`config.mk`:
```
export PLATFORM = sky130hd
export DESIGN_NAME = wgr_front
export DESIGN_NICKNAME = d
export VERILOG_FILES = /design/src/rtl/wgr_pkg.sv /design/src/rtl/wgr_front.sv
export SDC_FILE = /design/constraint.sdc
export NUM_CORES = 1
export LEC_CHECK = 0
export BUFFER_PORTS_ARGS = -buffer_cell sky130_fd_sc_hd__buf_4
export CAP_MARGIN = 15
export CORE_MARGIN = 4
export CORE_UTILIZATION = 40
export CTS_CLUSTER_SIZE = 24
export DETAILED_ROUTE_END_ITERATION = 8
export SLEW_MARGIN = 20
export SYNTH_ARGS = -nofsm -noshare
export SYNTH_HDL_FRONTEND = slang
export SYNTH_SLANG_ARGS = --single-unit
```
`constraint.sdc`:
```
create_clock -name clock -period 6.5 [get_ports clock]
set_input_delay 0.65 -clock clock [delete_from_list [all_inputs] [get_ports clock]]
set_output_delay 0.65 -clock clock [all_outputs]
set_load 0.02 [all_outputs]
```
`src/rtl/wgr_pkg.sv`:
```
// ============================================================================
// Window glitch remover package
// Shared widths, codes, the queued operation record and the absolute
// difference helper used by the front and back sections.
// ============================================================================
`default_nettype none

package wgr_pkg;

   // Default depth of one analysis window; the sample store holds two.
   localparam int DEFAULT_MAX_WINDOW = 1024;

   // Field and datapath widths.
   localparam int SAMPLE_W = 32;
   localparam int LEN_W    = 11;
   localparam int ALPHA_W  = 16;
   localparam int MODE_W   = 2;
   localparam int COUNT_W  = 20;
   localparam int SUM_W    = 44;
   localparam int THR_W    = 43;
   localparam int FRAC_W   = 12;
   localparam int NUM_W    = SUM_W + FRAC_W;
   localparam int DEN_W    = LEN_W + ALPHA_W;
   localparam int IDX_W    = 2;
   localparam int CSR_W    = 16;
   localparam int RSP_W    = 56;

   // Depth of the operation queue between the two sections.
   localparam int QUEUE_DEPTH = 2;

   // Register indexes on the configuration channel.
   localparam logic [IDX_W-1:0] REG_WINDOW_LEN = 2'd0;
   localparam logic [IDX_W-1:0] REG_ALPHA      = 2'd1;
   localparam logic [IDX_W-1:0] REG_MODE       = 2'd2;

   // Register reset values.
   localparam logic [LEN_W-1:0]   WINDOW_LEN_RESET = 11'd500;
   localparam logic [ALPHA_W-1:0] ALPHA_RESET      = 16'd410;
   localparam logic [MODE_W-1:0]  MODE_RESET       = 2'd1;

   // Correction modes.
   localparam logic [MODE_W-1:0] MODE_FLAG   = 2'd0;
   localparam logic [MODE_W-1:0] MODE_INTERP = 2'd1;
   localparam logic [MODE_W-1:0] MODE_ZERO   = 2'd2;

   // Input item kinds.
   localparam logic CMD_SAMPLE = 1'b0;
   localparam logic CMD_DRAIN  = 1'b1;

   // Saturation limit of the glitch counter.
   localparam logic [COUNT_W-1:0] COUNT_MAX = {COUNT_W{1'b1}};

   // One classified item, passed from the front to the back section.
   typedef struct packed {
      logic                wr;
      logic [SAMPLE_W-1:0] sample;
      logic                emit;
      logic                corrected;
      logic                has_next;
      logic                is_last;
      logic                win_done;
      logic [SUM_W-1:0]    diff_sum;
      logic [SAMPLE_W-1:0] head;
      logic [LEN_W-1:0]    win_len;
   } op_type;

   // Fill status of the operation queue.
   typedef struct packed {
      logic full;
      logic empty;
   } queue_status_type;

   // Back section sequencer states.
   typedef enum logic [2:0] {
      ST_IDLE,
      ST_WRITE,
      ST_RD_CUR,
      ST_RD_PREV,
      ST_RD_NEXT,
      ST_EVAL,
      ST_DIV_START,
      ST_DIV_WAIT
   } back_state_type;

   // Magnitude of the difference of two signed samples; it always fits 32 bits.
   function automatic logic [SAMPLE_W-1:0] abs_diff(input logic [SAMPLE_W-1:0] a,
                                                    input logic [SAMPLE_W-1:0] b);
      logic [SAMPLE_W:0] d;
      logic [SAMPLE_W:0] n;
      d = {a[SAMPLE_W-1], a} - {b[SAMPLE_W-1], b};
      n = -d;
      return d[SAMPLE_W] ? n[SAMPLE_W-1:0] : d[SAMPLE_W-1:0];
   endfunction

endpackage

`default_nettype wire

```
`src/rtl/wgr_front.sv`:
```
// ============================================================================
// Window glitch remover front section
// Accepts input transfers, keeps the record and window bookkeeping, sums the
// backward differences and queues one classified operation per sample or non-empty drain.
// ============================================================================
`default_nettype none

module wgr_front
   import wgr_pkg::*;
#(
   parameter int MAX_WINDOW = DEFAULT_MAX_WINDOW
) (
   input  wire logic                clock,
   input  wire logic                reset,
   input  wire logic                req_tvalid,
   output logic                     req_tready,
   input  wire logic [SAMPLE_W-1:0] req_tdata,
   input  wire logic                req_tuser,
   input  wire logic [LEN_W-1:0]    cfg_window_len,
   input  wire queue_status_type    q_status,
   output logic                     push,
   output op_type                   push_op
);

   localparam logic [LEN_W-1:0] WIN_MAX =
      (MAX_WINDOW >= 2047) ? {LEN_W{1'b1}} : LEN_W'(MAX_WINDOW);

   logic                started_ff, started_in;
   logic [LEN_W-1:0]    win_len_ff, win_len_in;
   logic [LEN_W-1:0]    in_phase_ff, in_phase_in;
   logic [LEN_W:0]      pending_ff, pending_in;
   logic [SUM_W-1:0]    diff_sum_ff, diff_sum_in;
   logic [SAMPLE_W-1:0] last_ff, last_in;
   logic [SAMPLE_W-1:0] head_ff, head_in;

   logic                accept;
   logic [LEN_W-1:0]    len_clamped;
   logic                phase_zero;
   logic [SUM_W-1:0]    diff_new;
   logic [SAMPLE_W-1:0] head_new;
   logic [LEN_W-1:0]    phase_new;
   logic [LEN_W:0]      pend_new;
   logic                emit_now;

   // The queue decides when the next transfer may be taken.
   assign req_tready = !q_status.full;
   assign accept     = req_tvalid & req_tready;

   // Window length is clamped to the supported range at the start of a record.
   always_comb begin
      if (cfg_window_len < LEN_W'(2)) begin
         len_clamped = LEN_W'(2);
      end else if (cfg_window_len > WIN_MAX) begin
         len_clamped = WIN_MAX;
      end else begin
         len_clamped = cfg_window_len;
      end
   end

   // Sample bookkeeping for a sample that continues a record.
   always_comb begin
      phase_zero = (in_phase_ff == '0);
      diff_new   = diff_sum_ff +
                   (phase_zero ? '0 : SUM_W'(abs_diff(req_tdata, last_ff)));
      head_new   = phase_zero ? req_tdata : head_ff;
      phase_new  = in_phase_ff + LEN_W'(1);
      pend_new   = pending_ff + (LEN_W+1)'(1);
      emit_now   = (pend_new > {1'b0, win_len_ff});
   end

   // Classification of the accepted item and next bookkeeping state.
   always_comb begin
      started_in       = started_ff;
      win_len_in       = win_len_ff;
      in_phase_in      = in_phase_ff;
      pending_in       = pending_ff;
      diff_sum_in      = diff_sum_ff;
      last_in          = last_ff;
      head_in          = head_ff;
      push             = 1'b0;
      push_op          = '0;
      push_op.win_len  = win_len_ff;
      if (accept) begin
         if (req_tuser == CMD_DRAIN) begin
            if (pending_ff != '0) begin
               push              = 1'b1;
               push_op.emit      = 1'b1;
               push_op.corrected = (pending_ff > {1'b0, in_phase_ff});
               push_op.has_next  = (pending_ff >= (LEN_W+1)'(2));
               pending_in        = pending_ff - (LEN_W+1)'(1);
               if (pending_ff == (LEN_W+1)'(1)) begin
                  // Final sample of the record: clear the record state.
                  push_op.is_last = 1'b1;
                  started_in      = 1'b0;
                  win_len_in      = LEN_W'(2);
                  in_phase_in     = '0;
                  diff_sum_in     = '0;
                  last_in         = '0;
                  head_in         = '0;
               end
            end
         end else if (!started_ff) begin
            started_in      = 1'b1;
            win_len_in      = len_clamped;
            pending_in      = (LEN_W+1)'(1);
            last_in         = req_tdata;
            push            = 1'b1;
            push_op.wr      = 1'b1;
            push_op.sample  = req_tdata;
            push_op.win_len = len_clamped;
         end else begin
            push              = 1'b1;
            push_op.wr        = 1'b1;
            push_op.sample    = req_tdata;
            push_op.emit      = emit_now;
            push_op.corrected = (pend_new > {1'b0, phase_new});
            push_op.has_next  = (pend_new >= (LEN_W+1)'(2));
            pending_in        = pend_new - (emit_now ? (LEN_W+1)'(1) : '0);
            last_in           = req_tdata;
            diff_sum_in       = diff_new;
            head_in           = head_new;
            in_phase_in       = phase_new;
            if (phase_new >= win_len_ff) begin
               push_op.win_done = 1'b1;
               push_op.diff_sum = diff_new;
               push_op.head     = head_new;
               diff_sum_in      = '0;
               in_phase_in      = '0;
            end
         end
      end
   end

   // Bookkeeping registers.
   always_ff @(posedge clock) begin
      if (reset) begin
         started_ff  <= 1'b0;
         win_len_ff  <= LEN_W'(2);
         in_phase_ff <= '0;
         pending_ff  <= '0;
         diff_sum_ff <= '0;
         last_ff     <= '0;
         head_ff     <= '0;
      end else begin
         started_ff  <= started_in;
         win_len_ff  <= win_len_in;
         in_phase_ff <= in_phase_in;
         pending_ff  <= pending_in;
         diff_sum_ff <= diff_sum_in;
         last_ff     <= last_in;
         head_ff     <= head_in;
      end
   end

endmodule

`default_nettype wire

```
==> impl_metrics.py <==
metrics = {
    "power_and_ir_drop": {
        "leakage_uw": 0.00820,
        "p_switching_uw": 1010,
        "combPwrFrac": 0.321,
        "max-vdd-ir-drop_mv": 0.194,
        "power_density_nw_per_um2": 160,
        "p_int_uw": 2020,
        "switching_share": 0.333,
        "p_clk_frac": 0.370,
        "seqPwrFrac": 0.309,
    },
    "clock_tree": {
        "clockRootBuffer": "clkbuf_16",
        "numCtsBuffers": 17,
        "clk_pin_slew_ps": 60,
        "insertion_delay_ps": 450,
        "h-tree-depth": 4,
        "cts_tree": "built",
        "cts_hold_buf": 0,
        "cts.sinks": 143,
        "cts_buffer_depth": 2,
    },
    "floorplan": {
        "row_count": 66,
        "die_h_um": 189,
        "die_w_um": 189,
        "die_area_um2": 35700,
        "start_util": 0.404,
        "core_um2": 32500,
        "ioPinCount": 176,
    },
    "worst_setup_path": {
        "worst_r2r_path_depth": 28,
        "slowest_stage": "a2111o_1",
        "cp_max_fo": 7,
        "cp_cell_sequence": "inv_2 -> ha_4 -> buf_6 -> a2111oi_4 -> a211oi_4 -> or3_4 -> a222oi_1 -> nand4_1 -> or2_4 -> or3b_4 -> and3_4 -> nor3_4 -> ha_4 -> a21oi_2 -> nor2b_1 -> o21ai_1 -> nand2b_1 -> a221o_1 -> a2111o_1 -> o21a_4 -> o211ai_1 -> xnor2_1 -> nor2_2 -> buf_6",
        "critPathKind": "reg -> out",
        "required_ps": 5850,
        "timing.rr.start": "last_ff[7]",
        "cp_num_buf_inv": 3,
        "crit_cells": 24,
        "cp-end-kind": "output pin",
        "arrival_ps": 6120,
        "r2r_end": "diff_sum_ff[39]",
        "r2r_slack_ps": 420,
        "startpoint_type": "flop",
        "slowest_delay_ps": 460,
        "path_delay_family": "compound AO/OA/AOI/OAI gates",
    },
    "placed_design": {
        "place_congestion": 0.905,
        "place_ws_ps": -474,
        "port_buffers": 174,
        "place.detailed.hpwl_um": 33500,
        "dp_cells": 2663,
    },
    "cells_and_area": {
        "final_cell_mix": "buf_4 (488), nor2_1 (218), nand2_1 (192)",
        "areaGrowthSynthToFinish_pct": 44.3,
        "fin_nets": 2461,
        "diodes": 0,
        "finalNonFillerCells": 2746,
        "num-fill-cells": 2977,
        "final_common_cell": "buf_4",
        "layout-drive-gt1-share": 0.322,
    },
    "logic_synthesis": {
        "async_flop_share": 0,
        "syn_area_um2": 13100,
        "synth.distinct_cells": 82,
        "yosys_warnings": 0,
        "ys_seq_area_frac": 0.218,
        "syn_area_per_cell_um2": 7.10,
        "synth_nets": 2015,
        "synth-main-ff-cell": "dfxtp_1",
        "synth_cells": 1846,
        "synth_seq_cells": 143,
        "synth-edff-count": 0,
    },
    "routing": {
        "dr.pass1.iters": 5,
        "drc": 0,
        "postRouteAntennaNets": 0,
        "routedWlPerCell_um": 16.6,
        "drt_wl_total_um": 45500,
        "via_per_inst": 5.47,
        "drt_first_iter_violations": 922,
        "via_count": 15034,
    },
    "outcome": {
        "status": "finished with violations",
        "violations": "setup timing",
    },
    "sta": {
        "slew_headroom": 0.272,
        "finalMaxSlewViolations": 0,
        "fin_skew_ps": 11.3,
        "fmax_ghz": 0.148,
        "setup_violations": 17,
        "period_minus_slack_ps": 6770,
        "worstMarginPinSlew_ps": 1090,
        "min_period_over_period": 1.04,
        "worst_slack_ps": -265,
        "hold_viol_final": 0,
        "rsz0062_at_grt": "yes",
    },
    "hold_path": {
        "whs_path_depth": 2,
        "holdPathEnd": "win_len_ff[10]",
        "hold_class": "reg -> reg",
        "hold_start": "win_len_ff[10]",
    },
    "job": {
        "maxCapViolCount": 0,
    },
    "grt": {
        "track_usage": 0.244,
        "overflow": 0,
        "antenna_found_initial": 0,
        "grt_pass1_wl_um": 73300,
        "grt_pass1_vias": 14368,
        "grt_start_max_net_pins": 90,
    },
}
[power groups by stage]
stage	clock [uW]	combinational [uW]	sequential (uW)
6_report	1120	971	936
5_1_grt	1180	1070	939
4_1_cts	1140	937	934
3_5_place_dp	0	905	954
3_3_place_gp	0	891	953
2_1_floorplan	0	584	933
[registers in the layout, indices dropped and copies added (netlist names)]
register     flops
started_ff       1
diff_sum_ff     44
win_len_ff      11
head_ff         32
in_phase_ff     11
pending_ff      12
last_ff         32
[worst reg2reg max path: cells and delay by family (launching register included)]
| family | cells | cell delay (ps) |
|---|---|---|
| adders and majority gates | 2 | 400 |
| AOI/OAI and AO/OA | 12 | 2820 |
| DFF | 1 | 330 |
| buffers and inverters | 8 | 1050 |
| and+or+nand+nor | 6 | 1390 |
[cells by family (layout without fill, tap and decap cells)]
kind of cell / Yosys count / in the layout / share of synthesized area
simple gates: 736 / 737 / 0.268
compound gates: 556 / 556 / 0.273
buf+inv: 189 / 646 / 0.0554
flops: 143 / 143 / 0.218
fa+ha+maj: 120 / 120 / 0.116
xor+xnor: 88 / 88 / 0.0588
mux: 14 / 14 / 0.0109
[per-stage QoR]
| step | TNS (ps) | hold WS [ps] | util | total power (uW) | cell area [um^2] |
|---|---|---|---|---|---|
| after global placement | -6540 | 444 | 0.521 | 1840 | 16900 |
| after detailed placement | -7650 | 457 | 0.521 | 1860 | 16900 |
| after global routing | -8020 | 485 | 0.583 | 3190 | 18900 |
| after CTS | -1910 | 457 | 0.559 | 3010 | 18100 |
| final | -2550 | 468 | 0.583 | 3030 | 18900 |
| after floorplan | 0 | 432 | - | 1520 | 13200 |
[per-layer routing]
| metal | vias up | GRT usage | part of all wire |
|---|---|---|---|
| met2 | 472 | 0.379 | 0.44 |
| met5 | - | 0 | 0 |
| met3 | 52 | 0.0378 | 0.060 |
| met4 | 0 | 0.0639 | 0.016 |
| li1 | 7493 | - | - |
| met1 | 7017 | 0.354 | 0.49 |
[how the worst max path moves through the flow]
stage | from | end | slack [ps]
3_5_place_dp | req_tdata[7] | push_op[86] | -470
4_1_cts | last_ff[0] | push_op[86] | -220
3_3_place_gp | req_tdata[7] | push_op[80] | -420
5_1_grt | last_ff[7] | push_op[82] | -490
6_report | last_ff[7] | push_op[86] | -270
2_1_floorplan | req_tdata[17] | push_op[82] | 6
[Yosys cell counts (11+ instances only)]
master,count,share of area
nor4_1,15,0.0072
a21o_1,37,0.021
nand2b_1,18,0.0086
dfxtp_1,143,0.22
a211oi_1,11,0.0063
a22oi_1,58,0.033
nor3_1,34,0.013
nor2_1,230,0.066
o211ai_1,14,0.0080
xor2_1,37,0.025
o21a_1,26,0.015
nand2_1,197,0.056
a21oi_1,174,0.066
mux2i_1,12,0.0092
o22ai_1,11,0.0052
and3_1,27,0.013
nand3_1,41,0.016
or3_1,31,0.015
ha_1,118,0.11
clkbuf_1,87,0.025
nand4_1,25,0.012
o21ai_0,115,0.044
xnor2_1,51,0.034
o21bai_1,11,0.0063
nor2b_1,34,0.016
inv_1,93,0.027
and2_1,44,0.021
[what timing repair did]
item	in CTS	in global routing
cloned	1	0
pin swaps	54	77
setup buffers	31	25
setup endpoints to repair	30	30
gates resized for setup	98	132
[layout make-up]
type	instances	area (um^2)	area share
Inverter	93	352	0.0186
Clock buffer	18	429	0.0227
Multi-Input combinational cell	1515	10500	0.553
Sequential cell	143	2870	0.152
Timing Repair Buffer	522	4050	0.214
Tap cell	442	553	0.0292
Clock inverter	13	210	0.0111
Note: power is estimated with default switching activity, not from simulation.
