==> src/rtl/wgr_pkg.sv <==
// ============================================================================
// Window glitch remover package
// Shared widths, codes, the queued operation record and the absolute
// difference helper used by the front and back sections.
// ============================================================================
`default_nettype none

package wgr_pkg;

   // Default depth of one analysis window; the sample store holds two.
   localparam int DEFAULT_MAX_WINDOW = 1024;

   // Field and datapath widths.
   localparam int SAMPLE_W = 32;
   localparam int LEN_W    = 11;
   localparam int ALPHA_W  = 16;
   localparam int MODE_W   = 2;
   localparam int COUNT_W  = 20;
   localparam int SUM_W    = 44;
   localparam int THR_W    = 43;
   localparam int FRAC_W   = 12;
   localparam int NUM_W    = SUM_W + FRAC_W;
   localparam int DEN_W    = LEN_W + ALPHA_W;
   localparam int IDX_W    = 2;
   localparam int CSR_W    = 16;
   localparam int RSP_W    = 56;

   // Depth of the operation queue between the two sections.
   localparam int QUEUE_DEPTH = 2;

   // Register indexes on the configuration channel.
   localparam logic [IDX_W-1:0] REG_WINDOW_LEN = 2'd0;
   localparam logic [IDX_W-1:0] REG_ALPHA      = 2'd1;
   localparam logic [IDX_W-1:0] REG_MODE       = 2'd2;

   // Register reset values.
   localparam logic [LEN_W-1:0]   WINDOW_LEN_RESET = 11'd500;
   localparam logic [ALPHA_W-1:0] ALPHA_RESET      = 16'd410;
   localparam logic [MODE_W-1:0]  MODE_RESET       = 2'd1;

   // Correction modes.
   localparam logic [MODE_W-1:0] MODE_FLAG   = 2'd0;
   localparam logic [MODE_W-1:0] MODE_INTERP = 2'd1;
   localparam logic [MODE_W-1:0] MODE_ZERO   = 2'd2;

   // Input item kinds.
   localparam logic CMD_SAMPLE = 1'b0;
   localparam logic CMD_DRAIN  = 1'b1;

   // Saturation limit of the glitch counter.
   localparam logic [COUNT_W-1:0] COUNT_MAX = {COUNT_W{1'b1}};

   // One classified item, passed from the front to the back section.
   typedef struct packed {
      logic                wr;
      logic [SAMPLE_W-1:0] sample;
      logic                emit;
      logic                corrected;
      logic                has_next;
      logic                is_last;
      logic                win_done;
      logic [SUM_W-1:0]    diff_sum;
      logic [SAMPLE_W-1:0] head;
      logic [LEN_W-1:0]    win_len;
   } op_type;

   // Fill status of the operation queue.
   typedef struct packed {
      logic full;
      logic empty;
   } queue_status_type;

   // Back section sequencer states.
   typedef enum logic [2:0] {
      ST_IDLE,
      ST_WRITE,
      ST_RD_CUR,
      ST_RD_PREV,
      ST_RD_NEXT,
      ST_EVAL,
      ST_DIV_START,
      ST_DIV_WAIT
   } back_state_type;

   // Magnitude of the difference of two signed samples; it always fits 32 bits.
   function automatic logic [SAMPLE_W-1:0] abs_diff(input logic [SAMPLE_W-1:0] a,
                                                    input logic [SAMPLE_W-1:0] b);
      logic [SAMPLE_W:0] d;
      logic [SAMPLE_W:0] n;
      d = {a[SAMPLE_W-1], a} - {b[SAMPLE_W-1], b};
      n = -d;
      return d[SAMPLE_W] ? n[SAMPLE_W-1:0] : d[SAMPLE_W-1:0];
   endfunction

endpackage

`default_nettype wire

==> src/rtl/wgr_queue.sv <==
// ============================================================================
// Window glitch remover operation queue
// A short first-in first-out buffer of classified operations between the
// front and back sections.
// ============================================================================
`default_nettype none

module wgr_queue
   import wgr_pkg::*;
(
   input  wire logic       clock,
   input  wire logic       reset,
   input  wire logic       push,
   input  wire op_type     push_op,
   input  wire logic       pop,
   output op_type          pop_op,
   output queue_status_type status
);

   localparam int PTR_W = (QUEUE_DEPTH > 1) ? $clog2(QUEUE_DEPTH) : 1;
   localparam int CNT_W = $clog2(QUEUE_DEPTH + 1);

   op_type           entry_ff [QUEUE_DEPTH];
   logic [PTR_W-1:0] wr_ptr_ff, wr_ptr_in;
   logic [PTR_W-1:0] rd_ptr_ff, rd_ptr_in;
   logic [CNT_W-1:0] count_ff, count_in;

   // Status and head entry.
   assign status.full  = (count_ff == CNT_W'(QUEUE_DEPTH));
   assign status.empty = (count_ff == '0);
   assign pop_op       = entry_ff[rd_ptr_ff];

   // Pointer and fill count updates.
   always_comb begin
      wr_ptr_in = wr_ptr_ff;
      rd_ptr_in = rd_ptr_ff;
      count_in  = count_ff;
      if (push) begin
         wr_ptr_in = (wr_ptr_ff == PTR_W'(QUEUE_DEPTH - 1)) ? '0 : wr_ptr_ff + PTR_W'(1);
      end
      if (pop) begin
         rd_ptr_in = (rd_ptr_ff == PTR_W'(QUEUE_DEPTH - 1)) ? '0 : rd_ptr_ff + PTR_W'(1);
      end
      if (push && !pop) begin
         count_in = count_ff + CNT_W'(1);
      end else if (pop && !push) begin
         count_in = count_ff - CNT_W'(1);
      end
   end

   // Control registers.
   always_ff @(posedge clock) begin
      if (reset) begin
         wr_ptr_ff <= '0;
         rd_ptr_ff <= '0;
         count_ff  <= '0;
      end else begin
         wr_ptr_ff <= wr_ptr_in;
         rd_ptr_ff <= rd_ptr_in;
         count_ff  <= count_in;
      end
   end

   // Entry storage.
   always_ff @(posedge clock) begin
      if (push) begin
         entry_ff[wr_ptr_ff] <= push_op;
      end
   end

endmodule

`default_nettype wire

==> config.mk <==
export PLATFORM = sky130hd
export DESIGN_NAME = wgr_queue
export DESIGN_NICKNAME = d
export VERILOG_FILES = /design/src/rtl/wgr_pkg.sv /design/src/rtl/wgr_queue.sv
export SDC_FILE = /design/constraint.sdc
export NUM_CORES = 1
export LEC_CHECK = 0
export BUFFER_PORTS_ARGS = -buffer_cell sky130_fd_sc_hd__buf_2
export CAP_MARGIN = 30
export CORE_MARGIN = 2
export CORE_UTILIZATION = 52
export DETAILED_ROUTE_END_ITERATION = 10
export PLACE_DENSITY = 0.79
export SLEW_MARGIN = 20
export SYNTH_ARGS = -nofsm -noshare
export SYNTH_HDL_FRONTEND = slang
export SYNTH_SLANG_ARGS = --single-unit
==> constraint.sdc <==
create_clock -name clock -period 11.2 [get_ports clock]
set_input_delay 1.12 -clock clock [delete_from_list [all_inputs] [get_ports clock]]
set_output_delay 1.12 -clock clock [all_outputs]
set_load 0.05 [all_outputs]
==> results of run 1 <==
-- cell usage after synthesis (2+ instances only) --
library cell and number:
xnor2_1 2, edfxtp_1 250, mux2_2 75, xor2_1 2, buf_6 7, mux2_4 50, buf_2 7, nor2_1 5
nor2b_1 2, dfxtp_1 5
-- flip-flops by register name (all words and copies together), names as in the netlist, named ones only --
| name | count |
|---|---|
| entry_ff | 250 |
| count_ff | 2 |
| rd_ptr_ff | 1 |
| wr_ptr_ff | 1 |
-- power groups by stage --
stage | clock (mW) | sequential (mW) | combinational (mW)
6_report | 0.878 | 1.13 | 0.398
5_1_grt | 0.940 | 1.14 | 0.415
4_1_cts | 0.898 | 1.14 | 0.388
3_5_place_dp | 0 | 1.16 | 0.387
3_3_place_gp | 0 | 1.16 | 0.381
2_1_floorplan | 0 | 1.15 | 0.306
-- final cells by class --
class	instances	area, um2
antenna	4	10.0
multi-input combinational	141	1710
sequential	255	7610
inverter	1	3.75
tap	229	287
fill	1193	5950
clock buffer	34	722
timing repair buffer	262	1390
clock inverter	12	166
-- stage by stage --
stage / hold slack, ps / std cells
4_1_cts: 501 / 931
5_1_grt: 541 / 937
3_3_place_gp: 481 / 885
2_1_floorplan: 461 / 411
3_5_place_dp: 493 / 885
6_report: 498 / 938
-- routing by layer --
metal / up-vias / global-route usage / share of wire
met3: 35 / 0.0542 / 0.083
met2: 209 / 0.309 / 0.51
li1: 2198 / - / -
met1: 2384 / 0.217 / 0.38
met4: 2 / 0.0575 / 0.022
met5: - / 0 / 0.00073
-- worst paths after layout --
path	cells after the start	to	from
setup reg to reg	3	entry_ff[1][91]$_DFFE_PP_	wr_ptr_ff$_SDFFE_PP0P_
hold reg to reg	2	count_ff[1]$_SDFFE_PP0P_	count_ff[1]$_SDFFE_PP0P_
hold / removal	2	count_ff[1]$_SDFFE_PP0P_	count_ff[1]$_SDFFE_PP0P_
setup / recovery	3	pop_op[6]	flop
-- cells by family after synthesis --
group,Yosys count,synth area share
compound gates,2,0.00106
flops,255,0.807
buf+inv,15,0.0125
fa+ha+maj,1,0.00133
mux,125,0.169
xor+xnor,4,0.00372
simple gates,9,0.00465
-- worst reg2reg max path, delay by kind of cell (launching register included) --
kind / cells / cell delay (ps)
buffers and inverters: 2 / 760
DFF: 1 / 410
and+or+nand+nor: 1 / 630
==> metrics.md, run 1 <==
| Metric | Value |
|---|---|
| First-pass GRT wire length | `27200 um` |
| Synth top area cells | `edfxtp_1, mux2_2, mux2_4` |
| Max-slew violations | `0` |
| Worst-Skew Late Latency | `500 ps` |
| Seq/Total Area, Yosys | `0.807` |
| Slack of the critical path | `7560 ps` |
| HP Class | `flop to flop` |
| # setup viols final | `0` |
| First-pass detailed-route iteration total | `4` |
| Setup bufs post-CTS | `0` |
| Area Growth Syn to Fin | `26.3%` |
| Clock network power share | `0.365` |
| Commonest register cell after synthesis | `edfxtp_1` |
| Power Internal | `1.78 mW` |
| Final nets | `817` |
| Total track usage | `0.179` |
| Cts bufs inserted | `26` |
| Status | `finished clean` |
| Num Clock Sinks | `255` |
| I/O pin total | `256` |
| Comb pwr share | `0.165` |
| Final setup TNS | `0 ps` |
| Core Region | `0.0178 mm2` |
| Min Tclk post-route | `3640 ps` |
| Critical Path RT | `10080 ps` |
| Die width | `139 um` |
| Crit start category | `flop` |
| Pre-CTS setup slack | `7490 ps` |
| Synth Register Bits | `255` |
| Area after DPL | `0.0109 mm2` |
| Vias | `4828` |
| Post-layout util | `0.667` |
| Synth Instances | `411` |
| Yosys top cell area share | `0.797` |
| # Max-Cap Violations | `0` |
| Routed WL | `17800 um` |
| Power per Cell Area | `202 mW/mm2` |
| Syn nets | `541` |
| Synth Warn # | `0` |
| Full die area | `0.0192 mm2` |
| Number of remaining DRC errors | `0` |
| Site row count | `49` |
| TritonCTS clock tree | `yes` |
| Crit-path leading delay family | `buffers and inverters` |
| Async SR Flop Fraction | `0` |
| Least-Margin Pin Slew | `973 ps` |
| Switching share of total power | `0.261` |
| Final instance area | `0.0119 mm2` |
| CP endpoint kind | `primary output` |
| Endpoints failing hold | `0` |
| Clock tree buffer depth | `3` |
| Die Span Y | `139 um` |
| DR WL/cell | `18.9 um` |
| CP max-delay cell | `buf_4` |
| Share of cells above drive strength 1 | `0.609` |
| Sequential share of power | `0.470` |
| LEAKAGE | `4.59 nW` |
| Commonest non-fill, non-tap cell in the layout | `buf_2` |
| Cell Chain, Critical Path | `buf_4 > mux2_2 > buf_2` |
| Synthesized area | `0.00942 mm2` |
| Clock-pin transition on the worst setup and hold timing paths | `60 ps` |
| Total Power | `2.41 mW` |
| Reg2reg setup slack | `9020 ps` |
| Resized Gates After CTS | `0` |
| Port bufs | `255` |
| Initial antenna violation count | `5` |
| Root Driver | `clkbuf_16` |
| Critical Path AT | `2520 ps` |
| Detailed-placement wirelength estimate | `11500 um` |
| Peak supply drop | `0.000148 V` |
| Gr ovfl total | `0` |
| Drt initial violations | `213` |
| Fmax | `274 MHz` |
| Antenna Nets Post-Route | `0` |
| Skew final | `9.90 ps` |
| CP bufs+invs | `2` |
| Initial Utilization | `0.528` |
| CP peak stage delay | `750 ps` |
| Largest net degree at the start of global routing | `77` |
| Vias in the first global route | `5108` |
| RSZ-0062 raised after global routing | `no` |
| Mean Syn Cell Area | `22.9 um2` |
| Post-CTS Hold Fix Bufs | `0` |
| Gpl congestion | `0.740` |
| Critical path class | `flop to primary output` |
| Drt via density | `5.15` |
| Most frequent cells in the layout | `buf_2, edfxtp_1, mux2_2` |
| CTS H-tree lvls | `1` |
| Largest fanout on the critical path | `64` |
| Max-slew headroom | `0.351` |
| Leading area contributor after synthesis | `edfxtp_1` |
| Switching power | `0.628 mW` |
| Number of synthesized flops with an enable pin | `250` |
| Tcrit/Tclk final | `0.325` |
| Yosys cell types | `16` |
Power figures use the tool's default switching activity.
==> run 2: changes to the inputs <==
ABC_AREA = 1   (was not set)
CORE_UTILIZATION = 47   (was 52)
PLACE_DENSITY = 0.76   (was 0.79)
clock period = 3.25 ns   (was 11.2 ns; I/O delays follow)
==> metrics.md, run 2 <==
| Metric | Value |
|---|---|
| Status | `finished clean (unchanged)` |
| Full die area | `0.0212 mm2 (was 0.0192 mm2)` |
| Met1 Usage GRT | `0.203 (was 0.217)` |
| Clock tree buffer depth | `3 (unchanged)` |
| Area Growth Syn to Fin | `38.4% (was 26.3%)` |
| Largest family of logic cells by synthesized area | `multiplexers (unchanged)` |
| First-pass detailed-route iteration total | `4 (unchanged)` |
| Die width | `146 um (was 139 um)` |
| Gr ovfl total | `0 (unchanged)` |
| Critical Path AT | `2280 ps (was 2520 ps)` |
| Synth top area cells | `edfxtp_1, mux2_2, mux2_4 (unchanged)` |
| Synth Register Bits | `255 (unchanged)` |
| Antenna Nets Post-Route | `0 (unchanged)` |
| Mux share of post-synthesis cell area | `0.169 (about the same)` |
| Critical Path RT | `2920 ps (was 10080 ps)` |
| Largest registers | `entry_ff: 250 flops, count_ff: 2 flops (unchanged)` |
| Most frequent cell after synthesis | `edfxtp_1 (unchanged)` |
| Max-slew violations | `0 (unchanged)` |
| Min Tclk post-route | `2610 ps` |
| Die Span Y | `146 um (was 139 um)` |
| Most Used Layer, Global Route | `met2 (unchanged)` |
| CP endpoint kind | `primary output (unchanged)` |
| RSZ-0062 raised after global routing | `no (unchanged)` |
| Final nets | `945 (was 817)` |
| CP bufs+invs | `2 (unchanged)` |
| Met3 GRT Util | `0.0533 (was 0.0542)` |
| Detailed-placement wirelength estimate | `11800 um (was 11500 um)` |
| Largest net degree at the start of global routing | `88 (was 77)` |
| LEAKAGE | `5.07 nW (was 4.59 nW)` |
| I/O pin total | `256 (unchanged)` |
| Crit-path leading delay family | `flip-flops (was buffers and inverters)` |
| Max-slew headroom | `0.568 (was 0.351)` |
| Drt initial violations | `240 (was 213)` |
| First-pass GRT wire length | `30000 um (was 27200 um)` |
| Synth Warn # | `0 (unchanged)` |
| Share of cells above drive strength 1 | `0.508 (was 0.609)` |
| Site row count | `51 (was 49)` |
| Num Clock Sinks | `255 (unchanged)` |
| Number of synthesized flops with an enable pin | `250 (unchanged)` |
| HP Class | `input pin to flop (was flop to flop)` |
| Endpoints failing hold | `0 (unchanged)` |
| Synth Area in Adders | `0.00133 (about the same)` |
| Largest fanout on the critical path | `48 (was 64)` |
| Skew final | `16.4 ps (was 9.90 ps)` |
| Cts bufs inserted | `26 (unchanged)` |
| Tcrit/Tclk final | `0.803` |
| Crit start category | `flop (unchanged)` |
| Vias in the first global route | `5735 (was 5108)` |
| Yosys top cell area share | `0.795 (was 0.797)` |
| Post-synth top cells | `edfxtp_1, mux2_2, mux2_4, inv_1 (was edfxtp_1, mux2_2, mux2_4, buf_2, buf_6)` |
| Met2 usage | `0.322 (was 0.309)` |
| Async SR Flop Fraction | `0 (unchanged)` |
| Synth Area in Compound Gates | `0.00106 (about the same)` |
| Worst hold slack | `21.0 ps (was 498 ps)` |
| Initial Utilization | `0.482 (was 0.528)` |
| Worst-Skew Late Latency | `520 ps (was 500 ps)` |
| Mean Syn Cell Area | `22.4 um2 (was 22.9 um2)` |
| Port bufs | `255 (unchanged)` |
| Total track usage | `0.179 (about the same)` |
| CP max-delay cell | `dfxtp_4 (was buf_4)` |
| Initial antenna violation count | `0 (was 5)` |
| Leading area contributor after synthesis | `edfxtp_1 (unchanged)` |
| Clock-pin transition on the worst setup and hold timing paths | `60 ps (about the same)` |
| Syn nets | `552 (was 541)` |
| Vias | `5306 (was 4828)` |
| Max reg flops | `250 (unchanged)` |
| Root Driver | `clkbuf_16 (unchanged)` |
| Drt via density | `4.82 (was 5.15)` |
| Number of remaining DRC errors | `0 (unchanged)` |
| Least-Margin Pin Slew | `646 ps (was 973 ps)` |
| Peak supply drop | `0.000438 V (was 0.000148 V)` |
| Synthesized area | `0.00944 mm2 (was 0.00942 mm2)` |
| Core Region | `0.0196 mm2 (was 0.0178 mm2)` |
| Most frequent cells in the layout | `buf_2, edfxtp_1, dlygate4sd3_1 (was buf_2, edfxtp_1, mux2_2)` |
| # setup viols final | `0 (unchanged)` |
| CTS H-tree lvls | `1 (unchanged)` |
| Total Power | `8.10 mW (was 2.41 mW)` |
| Critical path class | `flop to primary output (unchanged)` |
| Final setup TNS | `0 ps (unchanged)` |
| # Max-Cap Violations | `0 (unchanged)` |
| Power per Cell Area | `620 mW/mm2 (was 202 mW/mm2)` |
| Fmax | `383 MHz` |
| Seq/Total Area, Yosys | `0.806 (was 0.807)` |
| XOR/XNOR Fraction of Synth Area | `0.000928 (was 0.00372)` |
| Routed WL | `19400 um (was 17800 um)` |
| # diodes | `0 (was 4)` |
| DR WL/cell | `17.6 um (was 18.9 um)` |
| Largest Register | `entry_ff (unchanged)` |
| Gpl congestion | `0.742 (was 0.740)` |
| Cell Chain, Critical Path | `buf_12 > mux2_2 > buf_2 (was buf_4 > mux2_2 > buf_2)` |
| Yosys cell types | `16 (unchanged)` |
| Commonest register cell after synthesis | `edfxtp_1 (unchanged)` |
| TritonCTS clock tree | `yes (unchanged)` |
| Synth Instances | `422 (was 411)` |
| Commonest non-fill, non-tap cell in the layout | `buf_2 (unchanged)` |
| Post-synthesis simple-gate area fraction | `0.00649 (was 0.00465)` |
| CP peak stage delay | `730 ps (was 750 ps)` |
## run 2: worst register-to-register path, delay by kind of cell (launching register included)
kind | cells | cell delay [ps]
buffers and inverters | 1 | 400
and+or+nand+nor | 1 | 530
DFF | 1 | 340
## run 2: cell type report
cell class                 count  area, um2
clock buffer                  33        698
tap                          265        332
sequential                   255       7610
timing repair buffer         379       2560
inverter                       9       37.5
fill                        1291       6530
clock inverter                15        126
multi-input combinational    144       1700
## run 2: timing repair
action	4_1_cts	5_1_grt
hold buffers	116	2
setup endpoints to repair	0	0
endpoints found under the hold margin	232	3
resized for setup	0	0
setup buffers	0	0
## run 2: cell families (layout without fill, tap and decap cells)
logic type	count (synthesis)	after routing
adders and majority gates	1	1
and+or+nand+nor	15	15
buffers and inverters	23	436
DFF	255	255
muxes	125	125
xor gates and xnor gates	1	1
AOI/OAI and AO/OA	2	2
## run 2: report_power, final
| part | internal [mW] | switching, mW |
|---|---|---|
| Combinational | 0.482 | 0.913 |
| Clock | 1.68 | 1.15 |
| Sequential | 3.81 | 0.0641 |
| Total | 5.97 | 2.13 |
## run 2: routing by layer
| layer | share of wire | wire length (um) | up-vias |
|---|---|---|---|
| met1 | 0.38 | 7460 | 2572 |
| met4 | 0.027 | 526 | 0 |
| met2 | 0.51 | 9960 | 240 |
| li1 | - | - | 2453 |
| met5 | 0 | 0 | - |
| met3 | 0.075 | 1450 | 41 |
## run 2: worst paths after layout
path | start | cells after the start | slack (ps) | endpoint
worst max-delay path | flop | 3 | 640 | pop_op[115]
worst min-delay path | push_op[100] | 1 | 20 | entry_ff[1][100]$_DFFE_PP_
worst max register to register | wr_ptr_ff$_SDFFE_PP0P_ | 2 | 1550 | entry_ff[0][101]$_DFFE_PP_
worst min register to register | rd_ptr_ff$_SDFFE_PP0P_ | 2 | 520 | rd_ptr_ff$_SDFFE_PP0P_
## run 2: stage by stage
| stage | utilization | worst slack [ps] | cell area, um2 | cells |
|---|---|---|---|---|
| 4_1_cts | 0.666 | 639 | 13000 | 1098 |
| 3_3_place_gp | 0.565 | 1230 | 11100 | 934 |
| 3_5_place_dp | 0.565 | 1210 | 11100 | 934 |
| 2_1_floorplan | - | 580 | 9450 | 422 |
| 6_report | 0.667 | 641 | 13100 | 1100 |
| 5_1_grt | 0.667 | 550 | 13100 | 1100 |
